`src/hw/rtl/sqb_pkg.sv`:
```
// ----------------------------------------------------------------------------
// sqb_pkg
// Shared types and constants for the sprite quad batcher.
// ----------------------------------------------------------------------------
package sqb_pkg;

    localparam int DEF_MAX_QUADS     = 32;
    localparam int DEF_NUM_SLOTS     = 8;
    localparam int CMD_QUEUE_DEPTH   = 2;

    typedef enum logic {
        OP_DRAW  = 1'b0,
        OP_FLUSH = 1'b1
    } t_op;

    typedef enum logic [1:0] {
        KIND_VERTEX = 2'd0,
        KIND_BIND   = 2'd1,
        KIND_DRAW   = 2'd2
    } t_kind;

    typedef enum logic [1:0] {
        S_IDLE,
        S_BIND,
        S_DRAW,
        S_VERT
    } t_state;

    typedef struct packed {
        t_op                operation;
        logic [31:0]        texture_id;
        logic signed [31:0] pos_x;
        logic signed [31:0] pos_y;
        logic signed [31:0] width;
        logic signed [31:0] height;
    } t_in_item;

    typedef struct packed {
        t_kind              kind;
        logic signed [31:0] vert_x;
        logic signed [31:0] vert_y;
        logic               tex_u;
        logic               tex_v;
        logic [2:0]         slot;
        logic [31:0]        bound_texture;
        logic [7:0]         index_count;
        logic               last;
    } t_out_item;

    // classified command passed from front to back
    typedef struct packed {
        t_op                op;
        logic [31:0]        tex;
        logic signed [31:0] x0;
        logic signed [31:0] y0;
        logic signed [31:0] x1;
        logic signed [31:0] y1;
    } t_cmd;

endpackage

```
`src/hw/rtl/sqb_front.sv`:
```
// ----------------------------------------------------------------------------
// sqb_front
// Accepts requests, computes the saturated far edges and queues a command.
// ----------------------------------------------------------------------------
module sqb_front (
    input  logic             i_valid,
    input  sqb_pkg::t_in_item i_item,
    input  logic             i_full,
    output logic             o_stall,
    output logic             o_push,
    output sqb_pkg::t_cmd    o_cmd
);
    import sqb_pkg::*;

    logic signed [32:0] sum_x;
    logic signed [32:0] sum_y;

    assign sum_x = {i_item.pos_x[31], i_item.pos_x} + {i_item.width[31], i_item.width};
    assign sum_y = {i_item.pos_y[31], i_item.pos_y} + {i_item.height[31], i_item.height};

    assign o_stall = i_full;
    assign o_push  = i_valid && !i_full;

    always_comb begin
        o_cmd.op  = i_item.operation;
        o_cmd.tex = i_item.texture_id;
        o_cmd.x0  = i_item.pos_x;
        o_cmd.y0  = i_item.pos_y;
        // clamp on overflow: top two bits disagree
        if (sum_x[32] != sum_x[31]) begin
            o_cmd.x1 = sum_x[32] ? 32'sh8000_0000 : 32'sh7FFF_FFFF;
        end else begin
            o_cmd.x1 = sum_x[31:0];
        end
        if (sum_y[32] != sum_y[31]) begin
            o_cmd.y1 = sum_y[32] ? 32'sh8000_0000 : 32'sh7FFF_FFFF;
        end else begin
            o_cmd.y1 = sum_y[31:0];
        end
    end

endmodule

```
`src/hw/rtl/sqb_fifo.sv`:
```
// ----------------------------------------------------------------------------
// sqb_fifo
// Short command queue between front and back.
// ----------------------------------------------------------------------------
module sqb_fifo (
    input  logic          i_clk,
    input  logic          i_rst_n,
    input  logic          i_push,
    input  sqb_pkg::t_cmd i_cmd,
    input  logic          i_pop,
    output logic          o_full,
    output logic          o_empty,
    output sqb_pkg::t_cmd o_cmd
);
    import sqb_pkg::*;

    localparam int PW = (CMD_QUEUE_DEPTH > 1) ? $clog2(CMD_QUEUE_DEPTH) : 1;
    localparam int CW = $clog2(CMD_QUEUE_DEPTH + 1);

    t_cmd          r_mem [CMD_QUEUE_DEPTH];
    logic [PW-1:0] r_wr;
    logic [PW-1:0] r_rd;
    logic [CW-1:0] r_count;

    assign o_full  = (r_count == CW'(CMD_QUEUE_DEPTH));
    assign o_empty = (r_count == '0);
    assign o_cmd   = r_mem[r_rd];

    always_ff @(posedge i_clk) begin
        if (!i_rst_n) begin
            r_wr    <= '0;
            r_rd    <= '0;
            r_count <= '0;
        end else begin
            if (i_push) begin
                r_wr <= (r_wr == PW'(CMD_QUEUE_DEPTH - 1)) ? '0 : r_wr + 1'b1;
            end
            if (i_pop) begin
                r_rd <= (r_rd == PW'(CMD_QUEUE_DEPTH - 1)) ? '0 : r_rd + 1'b1;
            end
            if (i_push && !i_pop) begin
                r_count <= r_count + 1'b1;
            end else if (!i_push && i_pop) begin
                r_count <= r_count - 1'b1;
            end
        end
    end

    always_ff @(posedge i_clk) begin
        if (i_push) begin
            r_mem[r_wr] <= i_cmd;
        end
    end

endmodule

```
`src/hw/rtl/sqb_back.sv`:
```
// ----------------------------------------------------------------------------
// sqb_back
// Executes queued commands: slot lookup, binds, draw, vertex emission.
// ----------------------------------------------------------------------------
module sqb_back #(
    parameter int MAX_QUADS = sqb_pkg::DEF_MAX_QUADS,
    parameter int NUM_SLOTS = sqb_pkg::DEF_NUM_SLOTS
) (
    input  logic               i_clk,
    input  logic               i_rst_n,
    input  logic               i_empty,
    input  sqb_pkg::t_cmd      i_cmd,
    output logic               o_pop,
    output logic               o_valid,
    input  logic               i_stall,
    output sqb_pkg::t_out_item o_result
);
    import sqb_pkg::*;

    localparam int SLOT_W  = (NUM_SLOTS > 1) ? $clog2(NUM_SLOTS) : 1;
    localparam int SUSED_W = $clog2(NUM_SLOTS + 1);
    localparam int QW      = $clog2(MAX_QUADS + 1);

    t_state             r_state, n_state;
    logic [31:0]        r_table [NUM_SLOTS];
    logic [SUSED_W-1:0] r_slots_used, n_slots_used;
    logic [QW-1:0]      r_quads, n_quads;
    logic [SLOT_W-1:0]  r_bind_idx, n_bind_idx;
    logic [SLOT_W-1:0]  r_slot, n_slot;
    logic [1:0]         r_vcnt, n_vcnt;
    logic               r_out_valid;
    t_out_item          r_out;

    logic               adv;
    logic               emit;
    logic               tbl_we;
    t_out_item          n_res;
    logic               need_flush;
    logic               bind_done;
    logic               hit;
    logic [SLOT_W-1:0]  hit_idx;
    logic [QW+2:0]      cnt6;

    // output register loads when empty or drained this cycle
    assign adv        = !r_out_valid || !i_stall;
    assign need_flush = (r_quads == QW'(MAX_QUADS)) ||
                        (r_slots_used == SUSED_W'(NUM_SLOTS));
    assign bind_done  = ((SUSED_W+1)'(r_bind_idx) + 1'b1) == (SUSED_W+1)'(r_slots_used);
    assign cnt6       = {1'b0, r_quads, 2'b00} + {2'b00, r_quads, 1'b0};

    // first matching occupied slot
    always_comb begin
        hit     = 1'b0;
        hit_idx = '0;
        for (int i = NUM_SLOTS - 1; i >= 0; i--) begin
            if ((SUSED_W'(i) < r_slots_used) && (r_table[i] == i_cmd.tex)) begin
                hit     = 1'b1;
                hit_idx = SLOT_W'(i);
            end
        end
    end

    always_comb begin
        n_state = r_state;
        case (r_state)
            S_IDLE: begin
                if (!i_empty) begin
                    if (i_cmd.op == OP_FLUSH) begin
                        if (r_quads != '0) begin
                            n_state = S_BIND;
                        end
                    end else if (need_flush) begin
                        n_state = S_BIND;
                    end else begin
                        n_state = S_VERT;
                    end
                end
            end
            S_BIND: begin
                if (adv && bind_done) begin
                    n_state = S_DRAW;
                end
            end
            S_DRAW: begin
                if (adv) begin
                    n_state = S_IDLE;
                end
            end
            S_VERT: begin
                if (adv && (r_vcnt == 2'd3)) begin
                    n_state = S_IDLE;
                end
            end
            default: n_state = S_IDLE;
        endcase
    end

    always_comb begin
        o_pop        = 1'b0;
        emit         = 1'b0;
        tbl_we       = 1'b0;
        n_res        = '0;
        n_slots_used = r_slots_used;
        n_quads      = r_quads;
        n_bind_idx   = r_bind_idx;
        n_slot       = r_slot;
        n_vcnt       = r_vcnt;
        case (r_state)
            S_IDLE: begin
                if (!i_empty) begin
                    if (i_cmd.op == OP_FLUSH) begin
                        if (r_quads == '0) begin
                            o_pop = 1'b1;
                        end else begin
                            n_bind_idx = '0;
                        end
                    end else if (need_flush) begin
                        n_bind_idx = '0;
                    end else begin
                        n_vcnt = '0;
                        if (hit) begin
                            n_slot = hit_idx;
                        end else begin
                            n_slot       = SLOT_W'(r_slots_used);
                            tbl_we       = 1'b1;
                            n_slots_used = r_slots_used + 1'b1;
                        end
                    end
                end
            end
            S_BIND: begin
                if (adv) begin
                    emit                = 1'b1;
                    n_res.kind          = KIND_BIND;
                    n_res.slot          = 3'(r_bind_idx);
                    n_res.bound_texture = r_table[r_bind_idx];
                    n_bind_idx          = r_bind_idx + 1'b1;
                end
            end
            S_DRAW: begin
                if (adv) begin
                    emit              = 1'b1;
                    n_res.kind        = KIND_DRAW;
                    n_res.index_count = 8'(cnt6);
                    n_res.last        = (i_cmd.op == OP_FLUSH);
                    n_quads           = '0;
                    n_slots_used      = '0;
                    o_pop             = (i_cmd.op == OP_FLUSH);
                end
            end
            S_VERT: begin
                if (adv) begin
                    emit       = 1'b1;
                    n_res.kind = KIND_VERTEX;
                    n_res.slot = 3'(r_slot);
                    n_vcnt     = r_vcnt + 1'b1;
                    case (r_vcnt)
                        2'd0: begin
                            n_res.vert_x = i_cmd.x0;
                            n_res.vert_y = i_cmd.y0;
                        end
                        2'd1: begin
                            n_res.vert_x = i_cmd.x1;
                            n_res.vert_y = i_cmd.y0;
                            n_res.tex_u  = 1'b1;
                        end
                        2'd2: begin
                            n_res.vert_x = i_cmd.x1;
                            n_res.vert_y = i_cmd.y1;
                            n_res.tex_u  = 1'b1;
                            n_res.tex_v  = 1'b1;
                        end
                        default: begin
                            n_res.vert_x = i_cmd.x0;
                            n_res.vert_y = i_cmd.y1;
                            n_res.tex_v  = 1'b1;
                            n_res.last   = 1'b1;
                            n_quads      = r_quads + 1'b1;
                            o_pop        = 1'b1;
                        end
                    endcase
                end
            end
            default: ;
        endcase
    end

    always_ff @(posedge i_clk) begin
        if (!i_rst_n) begin
            r_state      <= S_IDLE;
            r_slots_used <= '0;
            r_quads      <= '0;
            r_bind_idx   <= '0;
            r_vcnt       <= '0;
            r_out_valid  <= 1'b0;
        end else begin
            r_state      <= n_state;
            r_slots_used <= n_slots_used;
            r_quads      <= n_quads;
            r_bind_idx   <= n_bind_idx;
            r_vcnt       <= n_vcnt;
            if (adv) begin
                r_out_valid <= emit;
            end
        end
    end

    always_ff @(posedge i_clk) begin
        r_slot <= n_slot;
        if (emit) begin
            r_out <= n_res;
        end
        if (tbl_we) begin
            r_table[SLOT_W'(r_slots_used)] <= i_cmd.tex;
        end
    end

    assign o_valid  = r_out_valid;
    assign o_result = r_out;

endmodule

```
`src/hw/rtl/sprite_quad_batcher.sv`:
```
// A draw request passes the queue write, the slot lookup and the output
//   register before its first vertex shows, when no flush is needed.
// Each quad takes a lookup plus four vertex results while the result
//   channel does not stall; a flush takes a decision, one bind per occupied
//   slot and the draw command.
// Reset: synchronous, active low; batch and slot counts cleared, queue empty.
// ----------------------------------------------------------------------------
// sprite_quad_batcher
// Collects textured quads into a batch; emits vertices, slot binds and draws.
// ----------------------------------------------------------------------------
module sprite_quad_batcher #(
    parameter int MAX_QUADS = sqb_pkg::DEF_MAX_QUADS,
    parameter int NUM_SLOTS = sqb_pkg::DEF_NUM_SLOTS
) (
    input  logic               i_clk,
    input  logic               i_rst_n,
    // request channel: one transaction per draw or flush request
    input  logic               i_valid,
    output logic               o_stall,
    input  sqb_pkg::t_in_item  i_item,
    // result channel: one transaction per vertex, bind or draw
    output logic               o_valid,
    input  logic               i_stall,
    output sqb_pkg::t_out_item o_result
);
    import sqb_pkg::*;

    // front to queue
    logic push;
    t_cmd push_cmd;
    // queue to back
    logic full;
    logic empty;
    logic pop;
    t_cmd head_cmd;

    // Front: takes a transaction whenever the queue has room, precomputes
    // the saturated right and top edges.
    sqb_front u_front (
        .i_valid (i_valid),
        .i_item  (i_item),
        .i_full  (full),
        .o_stall (o_stall),
        .o_push  (push),
        .o_cmd   (push_cmd)
    );

    // Two-entry queue decouples intake from the multi-cycle back end.
    sqb_fifo u_fifo (
        .i_clk   (i_clk),
        .i_rst_n (i_rst_n),
        .i_push  (push),
        .i_cmd   (push_cmd),
        .i_pop   (pop),
        .o_full  (full),
        .o_empty (empty),
        .o_cmd   (head_cmd)
    );

    // Back: flush sequencing, slot table, vertex emission. The head command
    // stays in the queue until its final result is loaded; a flush of an empty batch is dropped with no result.
    sqb_back #(
        .MAX_QUADS (MAX_QUADS),
        .NUM_SLOTS (NUM_SLOTS)
    ) u_back (
        .i_clk    (i_clk),
        .i_rst_n  (i_rst_n),
        .i_empty  (empty),
        .i_cmd    (head_cmd),
        .o_pop    (pop),
        .o_valid  (o_valid),
        .i_stall  (i_stall),
        .o_result (o_result)
    );

endmodule

```
`config.mk`:
```
export PLATFORM = sky130hd
export DESIGN_NAME = sprite_quad_batcher
export DESIGN_NICKNAME = d
export VERILOG_FILES = /design/src/hw/rtl/sqb_pkg.sv /design/src/hw/rtl/sqb_front.sv /design/src/hw/rtl/sqb_fifo.sv /design/src/hw/rtl/sqb_back.sv /design/src/hw/rtl/sprite_quad_batcher.sv
export SDC_FILE = /design/constraint.sdc
export NUM_CORES = 1
export LEC_CHECK = 0
export ABC_AREA = 1
export BUFFER_PORTS_ARGS = -buffer_cell sky130_fd_sc_hd__buf_2
export CORE_MARGIN = 8
export CORE_UTILIZATION = 55
export DETAILED_ROUTE_END_ITERATION = 10
export PLACE_DENSITY = 0.76
export SYNTH_ARGS = -nofsm -noshare
export SYNTH_HDL_FRONTEND = slang
export SYNTH_SLANG_ARGS = --single-unit
```
`constraint.sdc`:
```
create_clock -name i_clk -period 9.1 [get_ports i_clk]
set_clock_uncertainty 0.2 [all_clocks]
set_input_delay 1.365 -clock i_clk [delete_from_list [all_inputs] [get_ports i_clk]]
set_output_delay 1.365 -clock i_clk [all_outputs]
set_load 0.02 [all_outputs]
```
==> out/qor.yml <==
run_status:
  status: "complete, no violations"
yosys:
  synth_edf_count: 692
  yosysMostFrequentCell: "nand2_1"
  ys.flop_type: "edfxtp_1"
  synthMuxAreaShare: 0.000274
  async_reset_ff_frac: 0
  yosys_warnings: 0
  netlist.top_cell.by_area: "edfxtp_1"
  yosys.area_share.simple: 0.186
  synth_cell_types: 59
  yosysTopAreaCellShare: 0.570
  synth_xor_area_frac: 0.0281
  synth_seq_area_share: 0.584
  synth_top_family_by_area: "simple AND/OR/NAND/NOR gates"
  ys_top_cells_by_count: "1098 x nand2_1, 692 x edfxtp_1, 383 x inv_1"
  netlist_instances: 3876
  synthAdderAreaFrac: 0.0318
  ys_top_cells_by_area: "edfxtp_1 57%, nand2_1 11%, a21oi_1 4.3%"
  synth_compound_area_frac: 0.111
  ys_ff_latch: 718
  syn_area_per_cell_um2: 9.41
  synth_area_um2: 36500
  syn_nets: 4132
timing:
  fin_crit_ns: 5.58
  setup_tns_ns: 0
  slew_headroom: 0.0898
  clock.fmax_ghz: 0.179
  hold_viol_final: 0
  rsz0062_at_grt: "false"
  fin_crit_sh: 0.614
  tightest_slew_ns: 1.36
  setup_viol: 0
  maxSlewViolCount: 0
drt:
  drc: 0
  viasPerCell: 5.65
  drt_iter0_drc: 3478
  wl_per_cell_um: 20.1
  ant_nets: 0
  drtPass1Iterations: 6
  routed_wl_um: 101000
  vias: 28500
pwr:
  p_per_area_nw_per_um2: 262
  vdd_drop_max_mv: 0.182
  leakagePower_uw: 0.0171
  finalPower_uw: 10700
cts:
  cts_max_path_buffers: 3
  post_cts_resized: 0
  clock_latency_ns: 0.64
  cts_setup_buffers: 0
  cts.htree.levels: 3
  cts_buffers: 78
  root_buffer: "clkbuf_16"
  cts_tree: "built"
  clk_pin_slew_ns: 0.06
  cts_hold_buf: 0
  clock_sinks: 718
placement:
  dpl.hpwl_um: 67500
  gp_congestion: 0.947
  dpl_cell_area_um2: 38600
  port-buffer-count: 277
worst_setup_path:
  required_ns: 9.17
  cp_max_fo: 71
  arrival_ns: 5.66
  worstSetupPathType: "reg2reg"
  critPathCaptureType: "flip-flop"
  cp-start-kind: "flip-flop"
floorplan:
  coreArea_um2: 65700
  die_area_um2: 74800
  ios: 279
  die_w_um: 274
  start_util: 0.555
  row_count: 94
  die_h_um: 274
global_routing:
  track_usage: 0.265
  grt_max_degree: 163
  overflow: 0
  antenna_found_initial: 12
  grt_pass1_vias: 27200
  grt_pass1_wl_um: 156000
final_layout:
  utilization: 0.624
  num-nets-final: 4374
  stdcell_area_um2: 41000
  fill_cells: 5316
  drive_gt1_frac: 0.118
  area_delta_synth_final_pct: 12.4
hold_path:
  hp-class: "reg2reg"
job:
  drv_cap: 0
==> flip-flops by register name (all words and copies together), names as in the netlist, named ones only <==
name                 cells
u_back.o_result        111
u_back.o_valid           1
u_back.r_bind_idx        3
u_back.r_quads           6
u_back.r_slot            3
u_back.r_slots_used      4
u_back.r_state           2
u_back.r_table         256
u_back.r_vcnt            2
u_fifo.r_count           2
u_fifo.r_mem           322
u_fifo.r_rd              1
u_fifo.r_wr              1
==> stage by stage <==
stage / hold slack, ns / cells / setup slack [ns]
6_report: 0.310 / 5049 / 3.52
5_1_grt: 0.328 / 5042 / 3.15
4_1_cts: 0.314 / 5040 / 3.62
3_5_place_dp: 0.296 / 4902 / 3.66
3_3_place_gp: 0.285 / 4902 / 3.72
2_1_floorplan: 0.272 / 3876 / 0.00535
==> worst paths after layout <==
path              cells after the start  slack (ns)         startpoint                     to
setup / recovery                     16        3.52          flip-flop  u_back.r_table[4][22]
hold / removal                        2        0.31  u_back.r_quads[3]      u_back.r_quads[3]
setup reg to reg                     16        3.52          flip-flop  u_back.r_table[4][22]
hold reg to reg                       2        0.31  u_back.r_quads[3]      u_back.r_quads[3]
==> placed cells by master, fill, tap and decap left out, drive strengths merged, types with 4 or more instances in the layout <==
| master | netlist | final |
|---|---|---|
| a211oi | 5 | 5 |
| a31oi | 36 | 36 |
| o21bai | 8 | 8 |
| inv | 387 | 388 |
| a21oi | 315 | 315 |
| edfxtp | 692 | 692 |
| o2111ai | 6 | 6 |
| o21ai | 306 | 306 |
| o211ai | 6 | 6 |
| diode | 0 | 9 |
| nor3 | 15 | 15 |
| nor2 | 331 | 331 |
| o21a | 4 | 4 |
| nand2 | 1144 | 1144 |
| a221oi | 7 | 7 |
| clkbuf | 95 | 100 |
| dfxtp | 26 | 26 |
| a311oi | 5 | 5 |
| nand3 | 137 | 137 |
| a21o | 22 | 22 |
| buf | 47 | 304 |
| bufinv | 0 | 4 |
| or2 | 4 | 4 |
| xor2 | 106 | 106 |
| ha | 88 | 88 |
| o22ai | 15 | 15 |
| xnor2 | 11 | 11 |
| clkinv | 2 | 32 |
| nand4 | 35 | 35 |
==> critical path, stage by stage (launching register included) <==
cell and delay, ns:
dfxtp_4 0.74, buf_4 0.77, nand2_1 0.35, nand2_1 0.52, nand2_1 0.11, nand4_1 0.11
nor2_1 0.05, nand2_1 0.09, nor2_1 0.05, nand3_1 0.08, nand2_1 0.09, nor2_2 0.20
nand2_4 0.10, inv_2 0.10, nand3_1 0.22, nor3_2 0.84, buf_4 0.51
==> per-layer routing <==
layer	GRT usage	share of wire	up-vias
li1	-	-	13600
met1	0.368	0.41	13300
met2	0.421	0.46	1378
met3	0.0473	0.091	222
met4	0.0845	0.032	2
met5	0	0.00013	-
==> kinds of logic (layout without fill, tap and decap cells) <==
family          count (synthesis)  count (layout)
compound gates                744             744
xor+xnor                      117             117
fa+ha+maj                      91              91
buf+inv                       531             831
other cells                     1              10
flops                         718             718
simple gates                 1673            1673
mux                             1               1
==> area by class of cell <==
class,count,area [µm²],area share
Sequential cell,718,21300,0.519
Tap cell,864,1080,0.0264
Inverter,389,1470,0.0357
Timing Repair Buffer,304,1610,0.0393
Antenna cell,9,22.5,0.000549
Multi-Input combinational cell,2627,13100,0.320
Clock inverter,38,352,0.00857
Clock buffer,100,2060,0.0501
==> power by group <==
group	internal (µW)	switching, µW
registers	4410	229
clock network	1720	1310
logic	801	2260
total	6930	3800
Power figures use the tool's default switching activity.
